[src/design/imusf_pkg.sv]
// shared types and constants of the imu seven-channel smoothing filter
// no dependencies; imported by the lane, merge and top-level modules
`default_nettype none

package imusf_pkg;

   // field widths
   localparam int ACCEL_W = 16;
   localparam int GYRO_W  = 32;
   localparam int TEMP_W  = 16;
   localparam int SHIFT_W = 5;

   // configuration port
   localparam int CSR_DATA_W = 32;
   localparam int CSR_ADDR_W = 3;

   // reset values of the shift registers
   localparam logic [SHIFT_W-1:0] MOTION_SHIFT_RESET      = 5'd2;
   localparam logic [SHIFT_W-1:0] TEMPERATURE_SHIFT_RESET = 5'd3;

   // register word index, taken from the byte address
   typedef enum logic {
      REG_MOTION_SHIFT      = 1'b0,
      REG_TEMPERATURE_SHIFT = 1'b1
   } csr_reg_type;

   // one smoothed sample, handed from the lanes to the output stage
   typedef struct packed {
      logic signed [ACCEL_W-1:0] accel_x;
      logic signed [ACCEL_W-1:0] accel_y;
      logic signed [ACCEL_W-1:0] accel_z;
      logic signed [GYRO_W-1:0]  gyro_x;
      logic signed [GYRO_W-1:0]  gyro_y;
      logic signed [GYRO_W-1:0]  gyro_z;
      logic signed [TEMP_W-1:0]  temp;
   } sample_result_type;

endpackage

`default_nettype wire

[src/design/imusf_lane.sv]
// one smoothing lane: per-channel state and the combinational update
// depends on imusf_pkg for the shift width
`default_nettype none

module imusf_lane #(
   parameter int W = 16
) (
   input  wire                                clock,
   input  wire                                reset,
   input  wire                                enable,
   input  wire                                restart,
   input  wire  [imusf_pkg::SHIFT_W-1:0]      shift,
   input  wire  signed [W-1:0]                sample_in,
   output logic signed [W-1:0]                value_out
);
   import imusf_pkg::*;

   localparam int DW = W + 2;

   logic signed [W-1:0]  value_ff;
   logic                 primed_ff;
   logic signed [W-1:0]  value_in;
   logic signed [DW-1:0] delta;
   logic signed [DW-1:0] half;
   logic signed [DW-1:0] bias;
   logic signed [DW-1:0] sum;
   logic signed [DW-1:0] quot;

   // delta divided by 2**shift, rounded to nearest with ties away from zero; zero for shifts above W+1
   always_comb begin
      delta = DW'(sample_in) - DW'(value_ff);
      half  = {{(DW-1){1'b0}}, 1'b1} << (shift - SHIFT_W'(1));
      if (shift == '0) begin
         bias = '0;
      end else if (delta < 0) begin
         bias = half - DW'(1);
      end else begin
         bias = half;
      end
      sum = delta + bias;
      if (int'(shift) > W + 1) begin
         quot = '0;
      end else begin
         quot = sum >>> shift;
      end
   end

   // first sample after reset or restart passes through
   always_comb begin
      if (!primed_ff || restart) begin
         value_in = sample_in;
      end else begin
         value_in = value_ff + quot[W-1:0];
      end
   end

   assign value_out = value_in;

   // channel state
   always_ff @(posedge clock) begin
      if (reset) begin
         primed_ff <= 1'b0;
      end else if (enable) begin
         primed_ff <= 1'b1;
      end
   end

   always_ff @(posedge clock) begin
      if (enable) begin
         value_ff <= value_in;
      end
   end

   // priming stores the raw sample
   a_prime_passes: assert property (@(posedge clock) disable iff (reset)
      enable && (restart || !primed_ff) |=> primed_ff && value_ff == $past(sample_in))
      else $error("lane did not prime from the raw sample");

   // zero shift follows the input exactly
   a_zero_shift: assert property (@(posedge clock) disable iff (reset)
      enable && shift == '0 |=> value_ff == $past(sample_in))
      else $error("lane with zero shift did not follow its input");

endmodule

`default_nettype wire

[src/design/imusf_merge.sv]
// output stage: gathers the seven lane results into a register with a skid entry
// depends on imusf_pkg for the result struct
`default_nettype none

module imusf_merge (
   input  wire                           clock,
   input  wire                           reset,
   input  wire                           in_fire,
   input  imusf_pkg::sample_result_type  in_result,
   output logic                          in_stall,
   output logic                          out_valid,
   input  wire                           out_stall,
   output imusf_pkg::sample_result_type  out_result
);
   import imusf_pkg::*;

   logic              out_valid_ff;
   logic              out_valid_in;
   logic              skid_valid_ff;
   logic              skid_valid_in;
   sample_result_type out_data_ff;
   sample_result_type out_data_in;
   sample_result_type skid_data_ff;
   sample_result_type skid_data_in;
   logic              out_fire;

   assign out_fire   = out_valid_ff && !out_stall;
   assign in_stall   = skid_valid_ff;
   assign out_valid  = out_valid_ff;
   assign out_result = out_data_ff;

   // output register and skid entry steering
   always_comb begin
      out_valid_in  = out_valid_ff;
      skid_valid_in = skid_valid_ff;
      out_data_in   = out_data_ff;
      skid_data_in  = skid_data_ff;
      if (skid_valid_ff) begin
         if (out_fire) begin
            out_data_in   = skid_data_ff;
            skid_valid_in = 1'b0;
         end
      end else if (in_fire) begin
         if (!out_valid_ff || out_fire) begin
            out_data_in  = in_result;
            out_valid_in = 1'b1;
         end else begin
            skid_data_in  = in_result;
            skid_valid_in = 1'b1;
         end
      end else if (out_fire) begin
         out_valid_in = 1'b0;
      end
   end

   always_ff @(posedge clock) begin
      if (reset) begin
         out_valid_ff  <= 1'b0;
         skid_valid_ff <= 1'b0;
      end else begin
         out_valid_ff  <= out_valid_in;
         skid_valid_ff <= skid_valid_in;
      end
   end

   always_ff @(posedge clock) begin
      out_data_ff  <= out_data_in;
      skid_data_ff <= skid_data_in;
   end

   // skid entry only fills behind a held output
   a_skid_behind_out: assert property (@(posedge clock) disable iff (reset)
      skid_valid_ff |-> out_valid_ff)
      else $error("skid entry valid with empty output register");

   // a transfer into an empty stage shows at the output next cycle
   a_load_empty: assert property (@(posedge clock) disable iff (reset)
      in_fire && !out_valid_ff |=> out_valid_ff && !skid_valid_ff)
      else $error("transfer into empty stage lost");

   // draining the skid entry frees the input side
   a_skid_drain: assert property (@(posedge clock) disable iff (reset)
      skid_valid_ff && out_fire |=> !skid_valid_ff && out_valid_ff)
      else $error("skid entry not drained");

endmodule

`default_nettype wire

[src/design/imu_seven_channel_smoothing_filter_top.sv]
// Seven-channel IMU smoothing filter. Each transfer on the req_ channel is one
// sample (accel x/y/z, gyro x/y/z, temperature); each channel runs its own
// first-order smoothing lane and all seven lanes update in the same cycle. The
// block takes one sample per clock while req_stall is low: each lane's
// subtract, round, shift and add is combinational ahead of its state register,
// so its state is ready for the next sample. Results reach rsp_ through an output
// register backed by one skid entry; req_stall rises only when both are full.
// The first sample after reset, or a sample with restart set, passes through
// and primes every channel. Shifts are set through the csr_ port at byte
// address 0 (motion_shift) and 4 (temperature_shift); write them while idle.
// depends on imusf_pkg, imusf_lane and imusf_merge
`default_nettype none

module imu_seven_channel_smoothing_filter_top (
   input  wire                                   clock,
   input  wire                                   reset,
   // sample input channel
   input  wire                                   req_valid,
   output logic                                  req_stall,
   input  wire  signed [imusf_pkg::ACCEL_W-1:0]  req_accel_x_in,
   input  wire  signed [imusf_pkg::ACCEL_W-1:0]  req_accel_y_in,
   input  wire  signed [imusf_pkg::ACCEL_W-1:0]  req_accel_z_in,
   input  wire  signed [imusf_pkg::GYRO_W-1:0]   req_gyro_x_in,
   input  wire  signed [imusf_pkg::GYRO_W-1:0]   req_gyro_y_in,
   input  wire  signed [imusf_pkg::GYRO_W-1:0]   req_gyro_z_in,
   input  wire  signed [imusf_pkg::TEMP_W-1:0]   req_temp_in,
   input  wire                                   req_restart,
   // result channel
   output logic                                  rsp_valid,
   input  wire                                   rsp_stall,
   output logic signed [imusf_pkg::ACCEL_W-1:0]  rsp_accel_x_out,
   output logic signed [imusf_pkg::ACCEL_W-1:0]  rsp_accel_y_out,
   output logic signed [imusf_pkg::ACCEL_W-1:0]  rsp_accel_z_out,
   output logic signed [imusf_pkg::GYRO_W-1:0]   rsp_gyro_x_out,
   output logic signed [imusf_pkg::GYRO_W-1:0]   rsp_gyro_y_out,
   output logic signed [imusf_pkg::GYRO_W-1:0]   rsp_gyro_z_out,
   output logic signed [imusf_pkg::TEMP_W-1:0]   rsp_temp_out,
   // configuration port
   input  wire                                   csr_psel,
   input  wire                                   csr_penable,
   input  wire                                   csr_pwrite,
   input  wire  [imusf_pkg::CSR_ADDR_W-1:0]      csr_paddr,
   input  wire  [imusf_pkg::CSR_DATA_W-1:0]      csr_pwdata,
   output logic [imusf_pkg::CSR_DATA_W-1:0]      csr_prdata,
   output logic                                  csr_pready
);
   import imusf_pkg::*;

   logic [SHIFT_W-1:0] motion_shift_ff;
   logic [SHIFT_W-1:0] temperature_shift_ff;
   logic               csr_write;
   csr_reg_type        csr_reg;
   logic               in_fire;
   sample_result_type  lane_result;
   sample_result_type  out_result;

   // configuration registers, decoded by word address
   assign csr_pready = 1'b1;
   assign csr_reg    = csr_reg_type'(csr_paddr[2]);
   assign csr_write  = csr_psel && csr_penable && csr_pwrite;

   always_ff @(posedge clock) begin
      if (reset) begin
         motion_shift_ff      <= MOTION_SHIFT_RESET;
         temperature_shift_ff <= TEMPERATURE_SHIFT_RESET;
      end else if (csr_write) begin
         case (csr_reg)
            REG_MOTION_SHIFT:      motion_shift_ff      <= csr_pwdata[SHIFT_W-1:0];
            REG_TEMPERATURE_SHIFT: temperature_shift_ff <= csr_pwdata[SHIFT_W-1:0];
            default: ;
         endcase
      end
   end

   // register readback
   always_comb begin
      case (csr_reg)
         REG_MOTION_SHIFT:      csr_prdata = CSR_DATA_W'(motion_shift_ff);
         REG_TEMPERATURE_SHIFT: csr_prdata = CSR_DATA_W'(temperature_shift_ff);
         default:               csr_prdata = '0;
      endcase
   end

   assign in_fire = req_valid && !req_stall;

   // one lane per channel
   imusf_lane #(.W(ACCEL_W)) u_lane_accel_x (
      .clock(clock), .reset(reset), .enable(in_fire), .restart(req_restart),
      .shift(motion_shift_ff), .sample_in(req_accel_x_in),
      .value_out(lane_result.accel_x)
   );

   imusf_lane #(.W(ACCEL_W)) u_lane_accel_y (
      .clock(clock), .reset(reset), .enable(in_fire), .restart(req_restart),
      .shift(motion_shift_ff), .sample_in(req_accel_y_in),
      .value_out(lane_result.accel_y)
   );

   imusf_lane #(.W(ACCEL_W)) u_lane_accel_z (
      .clock(clock), .reset(reset), .enable(in_fire), .restart(req_restart),
      .shift(motion_shift_ff), .sample_in(req_accel_z_in),
      .value_out(lane_result.accel_z)
   );

   imusf_lane #(.W(GYRO_W)) u_lane_gyro_x (
      .clock(clock), .reset(reset), .enable(in_fire), .restart(req_restart),
      .shift(motion_shift_ff), .sample_in(req_gyro_x_in),
      .value_out(lane_result.gyro_x)
   );

   imusf_lane #(.W(GYRO_W)) u_lane_gyro_y (
      .clock(clock), .reset(reset), .enable(in_fire), .restart(req_restart),
      .shift(motion_shift_ff), .sample_in(req_gyro_y_in),
      .value_out(lane_result.gyro_y)
   );

   imusf_lane #(.W(GYRO_W)) u_lane_gyro_z (
      .clock(clock), .reset(reset), .enable(in_fire), .restart(req_restart),
      .shift(motion_shift_ff), .sample_in(req_gyro_z_in),
      .value_out(lane_result.gyro_z)
   );

   imusf_lane #(.W(TEMP_W)) u_lane_temp (
      .clock(clock), .reset(reset), .enable(in_fire), .restart(req_restart),
      .shift(temperature_shift_ff), .sample_in(req_temp_in),
      .value_out(lane_result.temp)
   );

   // output register and skid entry
   imusf_merge u_merge (
      .clock(clock),
      .reset(reset),
      .in_fire(in_fire),
      .in_result(lane_result),
      .in_stall(req_stall),
      .out_valid(rsp_valid),
      .out_stall(rsp_stall),
      .out_result(out_result)
   );

   assign rsp_accel_x_out = out_result.accel_x;
   assign rsp_accel_y_out = out_result.accel_y;
   assign rsp_accel_z_out = out_result.accel_z;
   assign rsp_gyro_x_out  = out_result.gyro_x;
   assign rsp_gyro_y_out  = out_result.gyro_y;
   assign rsp_gyro_z_out  = out_result.gyro_z;
   assign rsp_temp_out    = out_result.temp;

endmodule

`default_nettype wire
[config.mk]
export PLATFORM = sky130hd
export DESIGN_NAME = imu_seven_channel_smoothing_filter_top
export DESIGN_NICKNAME = d
export VERILOG_FILES = /design/src/design/imusf_pkg.sv /design/src/design/imusf_lane.sv /design/src/design/imusf_merge.sv /design/src/design/imu_seven_channel_smoothing_filter_top.sv
export SDC_FILE = /design/constraint.sdc
export NUM_CORES = 2
export LEC_CHECK = 0
export BUFFER_PORTS_ARGS = -buffer_cell sky130_fd_sc_hd__buf_2
export CORE_ASPECT_RATIO = 1.2
export CORE_MARGIN = 3
export CORE_UTILIZATION = 57
export DETAILED_ROUTE_END_ITERATION = 10
export PLACE_DENSITY = 0.77
export REMOVE_ABC_BUFFERS = 1
export SLEW_MARGIN = 20
export SYNTH_ARGS = -nofsm -noshare
export SYNTH_HDL_FRONTEND = slang
export SYNTH_SLANG_ARGS = --single-unit
[constraint.sdc]
create_clock -name clock -period 21.3 [get_ports clock]
set_clock_uncertainty 0.05 [all_clocks]
set_input_delay 2.13 -clock clock [delete_from_list [all_inputs] [get_ports clock]]
set_output_delay 2.13 -clock clock [all_outputs]
set_load 0.02 [all_outputs]
* Word level (Yosys, flattened, before mapping)
Index checks and enable logic that the tools add are counted.
** Cells by class
- Add/sub/neg operators :: 26
- $lt $le $gt $ge :: 9
- Equality and inequality tests :: 2
- Shifts and indexed selects :: 10
- Mux-type cells :: 37
- Bitwise gates (word level) :: 3
- Reduce and logical (&&, ||, !) cells :: 20
** Operators with widths (number)
- 160-bit two-way mux :: 4
- 34-bit two-way mux :: 6
- 18-bit two-way mux :: 8
- 16-bit two-way mux :: 8
- 34-bit adder :: 3
- 34-bit by 1-bit less-than comparator with 1-bit output (second input constant) :: 3
- 34-bit by 5-bit >>> shifter with 32-bit output :: 3
- 32-bit by 32-bit subtractor with 33-bit output :: 3
- 32-bit adder :: 3
- 32-bit two-way mux :: 3
- 17-bit by 18-bit adder with 18-bit output :: 4
- 18-bit by 5-bit >>> shifter with 16-bit output :: 4
- 17-bit by 1-bit less-than comparator with 1-bit output (second input constant) :: 4
- 16-bit by 16-bit subtractor with 17-bit output :: 4
- 16-bit adder :: 4
- 32-bit case mux with 2 select lines :: 1
- 1-bit by 5-bit left shift with 18-bit output (first input constant) :: 2
- 18-bit by 2-bit subtractor with 18-bit output (second input constant) :: 2
- 1-bit by 5-bit left shift with 34-bit output (first input constant) :: 1
- 34-bit by 2-bit subtractor with 34-bit output (second input constant) :: 1
- 5-bit > comparator (second input constant) :: 2
- 5-bit zero test :: 2
- 5-bit by 1-bit subtractor with 5-bit output (second input constant) :: 2
- 3-bit AND reduction :: 3
- 9 further kinds :: 27
** Storage, ports and cells
- Flip-flop bits (word level) :: 493
- Input port bits :: 203
- Output and inout port bits :: 195

* Depth between registers and ports, before layout
- Depth in word-level cells :: 13
- Gate-level depth with buffers :: 45
- Depth with buffers taken out :: 43

* Hierarchy
From an unflattened synthesis, not the netlist that was laid out.
** Unflattened totals
- Cells, all modules :: 6845
- Area, all modules :: 57856.7 um^2
** Modules (own cells, without submodules)
- imusf_merge :: times used 1, cells each 510, area an instance 11732.5 um^2, sequential area each 9649.3 um^2
- imusf_lane (u_lane_gyro_y) :: times used 1, cells each 1322, area an instance 9431.5 um^2, sequential area each 980.9 um^2
- imusf_lane (u_lane_gyro_z) :: times used 1, cells each 1252, area an instance 9061.2 um^2, sequential area each 980.9 um^2
- imusf_lane (u_lane_gyro_x) :: times used 1, cells each 1221, area an instance 9038.7 um^2, sequential area each 980.9 um^2
- imusf_lane (u_lane_accel_y ...) :: times used 2, cells each 611, area an instance 4403.0 um^2, sequential area each 500.5 um^2
- imusf_lane (u_lane_accel_x) :: times used 1, cells each 626, area an instance 4573.1 um^2, sequential area each 500.5 um^2
- imusf_lane (u_lane_temp) :: times used 1, cells each 615, area an instance 4496.8 um^2, sequential area each 500.5 um^2
- imu_seven_channel_smoothing_filter_top :: times used 1, cells each 77, area an instance 716.9 um^2, sequential area each 200.2 um^2

* Worst setup path after synthesis
Ideal clock, no wire load.
- Path kind :: in2reg
- Start point :: input req_valid
- End point :: register u_merge.out_data_ff, in the netlist u_merge.out_result[0], enable pin
- Data arrival time :: 17.149 ns
- Data required time :: 20.518 ns
- Path slack :: 3.369 ns
- Stages on the path :: 3
- Buffers on the path :: 0
- Cells stage by stage :: nor2b_1 > a21oi_1 > a21oi_1
** On the way
- Word-level cells in the longest chain between the ends :: 3
** Ends and longest elaborated chain
- from (decl) :: line imu_seven_channel_smoothing_filter_top.sv:18 : input wire req_valid,
- 1-bit logical AND :: line imu_seven_channel_smoothing_filter_top.sv:84 : assign in_fire = req_valid && !req_stall;
- 2-bit nonzero test (no source line)
- 3-bit AND reduction (no source line)
- to (signal assigned) :: line imusf_merge.sv:67 : out_data_ff <= out_data_in;
- to (decl) :: line imusf_merge.sv:21 : sample_result_type out_data_ff;
No other way between the ends.
A chain may end at the register's enable or synchronous reset.

==> results by group <==
Critical path
  – Crit path max fanout: 29
  – Arrival @ worst endpoint: 14.14 ns
  – WP data required: about 22 ns
  – Critical path class: in2reg
  – Most frequent CP cell: o21ai_0
  – Family with the most delay on the worst path: compound AO/OA/AOI/OAI gates
  – CP bufs+invs: 6
  – Crit end category: flip-flop
  – CP max-delay cell: nor4_1
  – R2R Setup Slk: roughly 8.3 ns
  – CP peak stage delay: 0.77 ns
  – Startpoint Class: input pin

Logic synthesis
  – Number of flops mapped to enable cells by yosys: 480
  – Count leader, synth: nand2_1
  – Post-synth top cells: nand2_1, a21oi_1, o21ai_0, nor2_1, ha_1
  – Cells after Synth: 6564
  – Area leader, netlist: edfxtp_1
  – Post-synthesis sequential area ratio: 0.265
  – Number of distinct library cells after synthesis: 103
  – Mapped Area: roughly 0.055 mm²
  – Avg Synthesized Cell Area: 8.44 µm²
  – Synth warn: 0
  – Ys flop type: edfxtp_1
  – Post-synthesis async set-or-reset flop share: 0
  – Synth area leaders: edfxtp_1, ha_1, a21oi_1
  – Flops & latches, synth: 493
  – Synth top area share: 0.260

Clock network
  – Htree depth: 2
  – Post-CTS Setup Repair Bufs: 0
  – Clock buffer depth: 3
  – # hold bufs at CTS: 0
  – Clock transition at the registers of the reported paths: 0.06 ns
  – CTS tree: built
  – Root buf cell: clkbuf_16
  – Worst skew pair latency: around 0.66 ns
  – Cts bufs inserted: 49
  – Post-CTS sizing: 0
  – CTS sink count: 493

Route
  – Via/cell ratio: 6.63
  – Drt drc: 0
  – WL final: 194000 µm
  – Vias: approximately 53000
  – Number of routed nets with antenna violations: 0
  – DR WL/cell: 24.2 µm
  – 1st-pass router iterations: 6
  – DRT iter0 DRCs: between 5000 and 6000

Place
  – Pre-CTS setup slack: 7.22 ns
  – DP HPWL: 148000 µm
  – # port buffers: 340
  – Placed cells: 7929
  – GPL Wtd Cong: about 1
  – Placed Area: 0.0581 mm²

Floorplan
  – Row count: 124
  – Initial core utilization: 0.578
  – Die area: 0.101 mm²
  – Core ar.: between 0.09 and 0.1 mm²
  – Die Span Y: 347 µm
  – # IOs: approximately 400
  – Die width: 291 µm

Final layout
  – Register area: roughly 0.015 mm²
  – Area Growth Syn to Fin: 7.72%
  – Nets: 7428
  – Multi-input logic area: 0.0382 mm²
  – Share of layout cells above drive strength 1: 0.122
  – Design area: just under 0.06 mm²
  – FILL cells: 8393
  – Post-Layout Cell Count: 8028

Global routing
  – Vias in the first global route: 51100
  – Overflow after GRT: 0
  – Gr usage total: 0.368
  – Pin count of the biggest net entering global routing: 180
  – Initial antenna violation count: 13
  – First-pass GRT wire length: 295000 µm

Timing
  – Setup WS post-layout: between 7 and 8 ns
  – Min cycle time layout: 13.74 ns
  – Fin crit share: 0.645
  – Slew Limit Fails: 0
  – Tightest Pin Transition: about 1.3 ns
  – Final Hold Fails: 0
  – RSZ-0062 raised after global routing: no
  – Final setup violation count: 0
  – Max Clk Rate: roughly 0.073 GHz
  – Slew Limit Headroom: 0.138
  – Post-route setup TNS: 0 ns

Power
  – Power Total: ~7800 µW
  – Peak supply drop: 82.5 µV
  – Lkg Pwr: ~0.026 µW
  – Pwr dens: 130 mW/mm²

Run
  – Max Cap Violations: 0

Hold path
  – Hold WC Path Type: reg2reg

Status
  – Status: completed
-- worst register-to-register path, delay by kind of cell, from the launching register on --
| kind | cells | cell delay, ns |
|---|---|---|
| muxes | 2 | 0.71 |
| AOI/OAI and AO/OA | 17 | 6.15 |
| and+or+nand+nor | 7 | 1.86 |
| buffers and inverters | 3 | 0.94 |
| xor gates and xnor gates | 1 | 0.41 |
| adders and majority gates | 4 | 2.00 |
| DFF | 1 | 0.68 |
-- cells by family after synthesis --
group	share of synthesized area
AOI/OAI and AO/OA	0.259
and+or+nand+nor	0.159
buffers and inverters	0.0490
adders and majority gates	0.117
DFF	0.265
muxes	0.0887
xor gates and xnor gates	0.0620
other	0.000136
-- area by class of cell --
class / instances / area share
clock buffers: 62 / 0.0215
repair buffers: 418 / 0.0388
multi-input cells: 5409 / 0.640
clock inverters: 28 / 0.00476
inverters: 349 / 0.0221
flip-flops and latches: 493 / 0.246
diodes: 9 / 0.000378
well taps: 1260 / 0.0264
-- worst paths after layout --
check | start | end | cells past startpoint
setup reg to reg | motion_shift_ff[3]$_SDFFE_PP0P_ | u_merge.out_result[110]$_DFFE_PP_ | 34
hold reg to reg | u_lane_temp.primed_ff$_SDFFE_PP0P_ | u_lane_temp.primed_ff$_SDFFE_PP0P_ | 2
setup / recovery | req_gyro_x_in[0] | u_merge.out_result[110]$_DFFE_PP_ | 42
hold / removal | u_lane_temp.primed_ff$_SDFFE_PP0P_ | u_lane_temp.primed_ff$_SDFFE_PP0P_ | 2
-- state kept, by name, indices dropped and copies added (netlist names) --
name,cells
u_merge.skid_data_ff,160
u_lane_temp.primed_ff,1
motion_shift_ff,5
u_lane_accel_y.value_ff,16
u_lane_temp.value_ff,16
temperature_shift_ff,5
u_lane_gyro_z.value_ff,32
u_merge.out_result,160
u_lane_gyro_x.value_ff,32
u_merge.out_valid,1
u_merge.in_stall,1
u_lane_accel_z.value_ff,16
u_lane_accel_x.value_ff,16
u_lane_gyro_y.value_ff,32
-- placed cells by master (no fill, tap or decap), types with 182 or more instances in the layout --
cell      Yosys  layout
a21o_1      226     226
mux2_2      182     182
o21ai_0     505     505
inv_1       342     341
xnor2_1     231     231
a21oi_1     515     514
ha_1        484     484
edfxtp_1    480     480
nand2_1     663     663
nor2_1      490     485
buf_2        10     340
-- routing by layer --
layer / GRT usage / vias up / wire [µm]
met5: 0 / - / 52
li1: - / 24900 / -
met4: 0.212 / 8 / 12800
met3: 0.0646 / 610 / 16500
met2: 0.613 / 2440 / 89800
met1: 0.449 / 25300 / 74700
-- through the flow --
step	hold slack, ns	utilization
6_report	0.490	0.622
5_1_grt	0.509	0.622
4_1_cts	0.491	0.622
3_5_place_dp	0.481	0.606
3_3_place_gp	0.469	0.606
2_1_floorplan	0.406	-
-- where the power goes --
group	switching (µW)	internal, µW	total (µW)
Clock	394	479	873
Combinational	3350	2240	5590
Sequential	50.8	1250	1300
Total	3800	3970	7760
(Power assumes the default switching activity.)
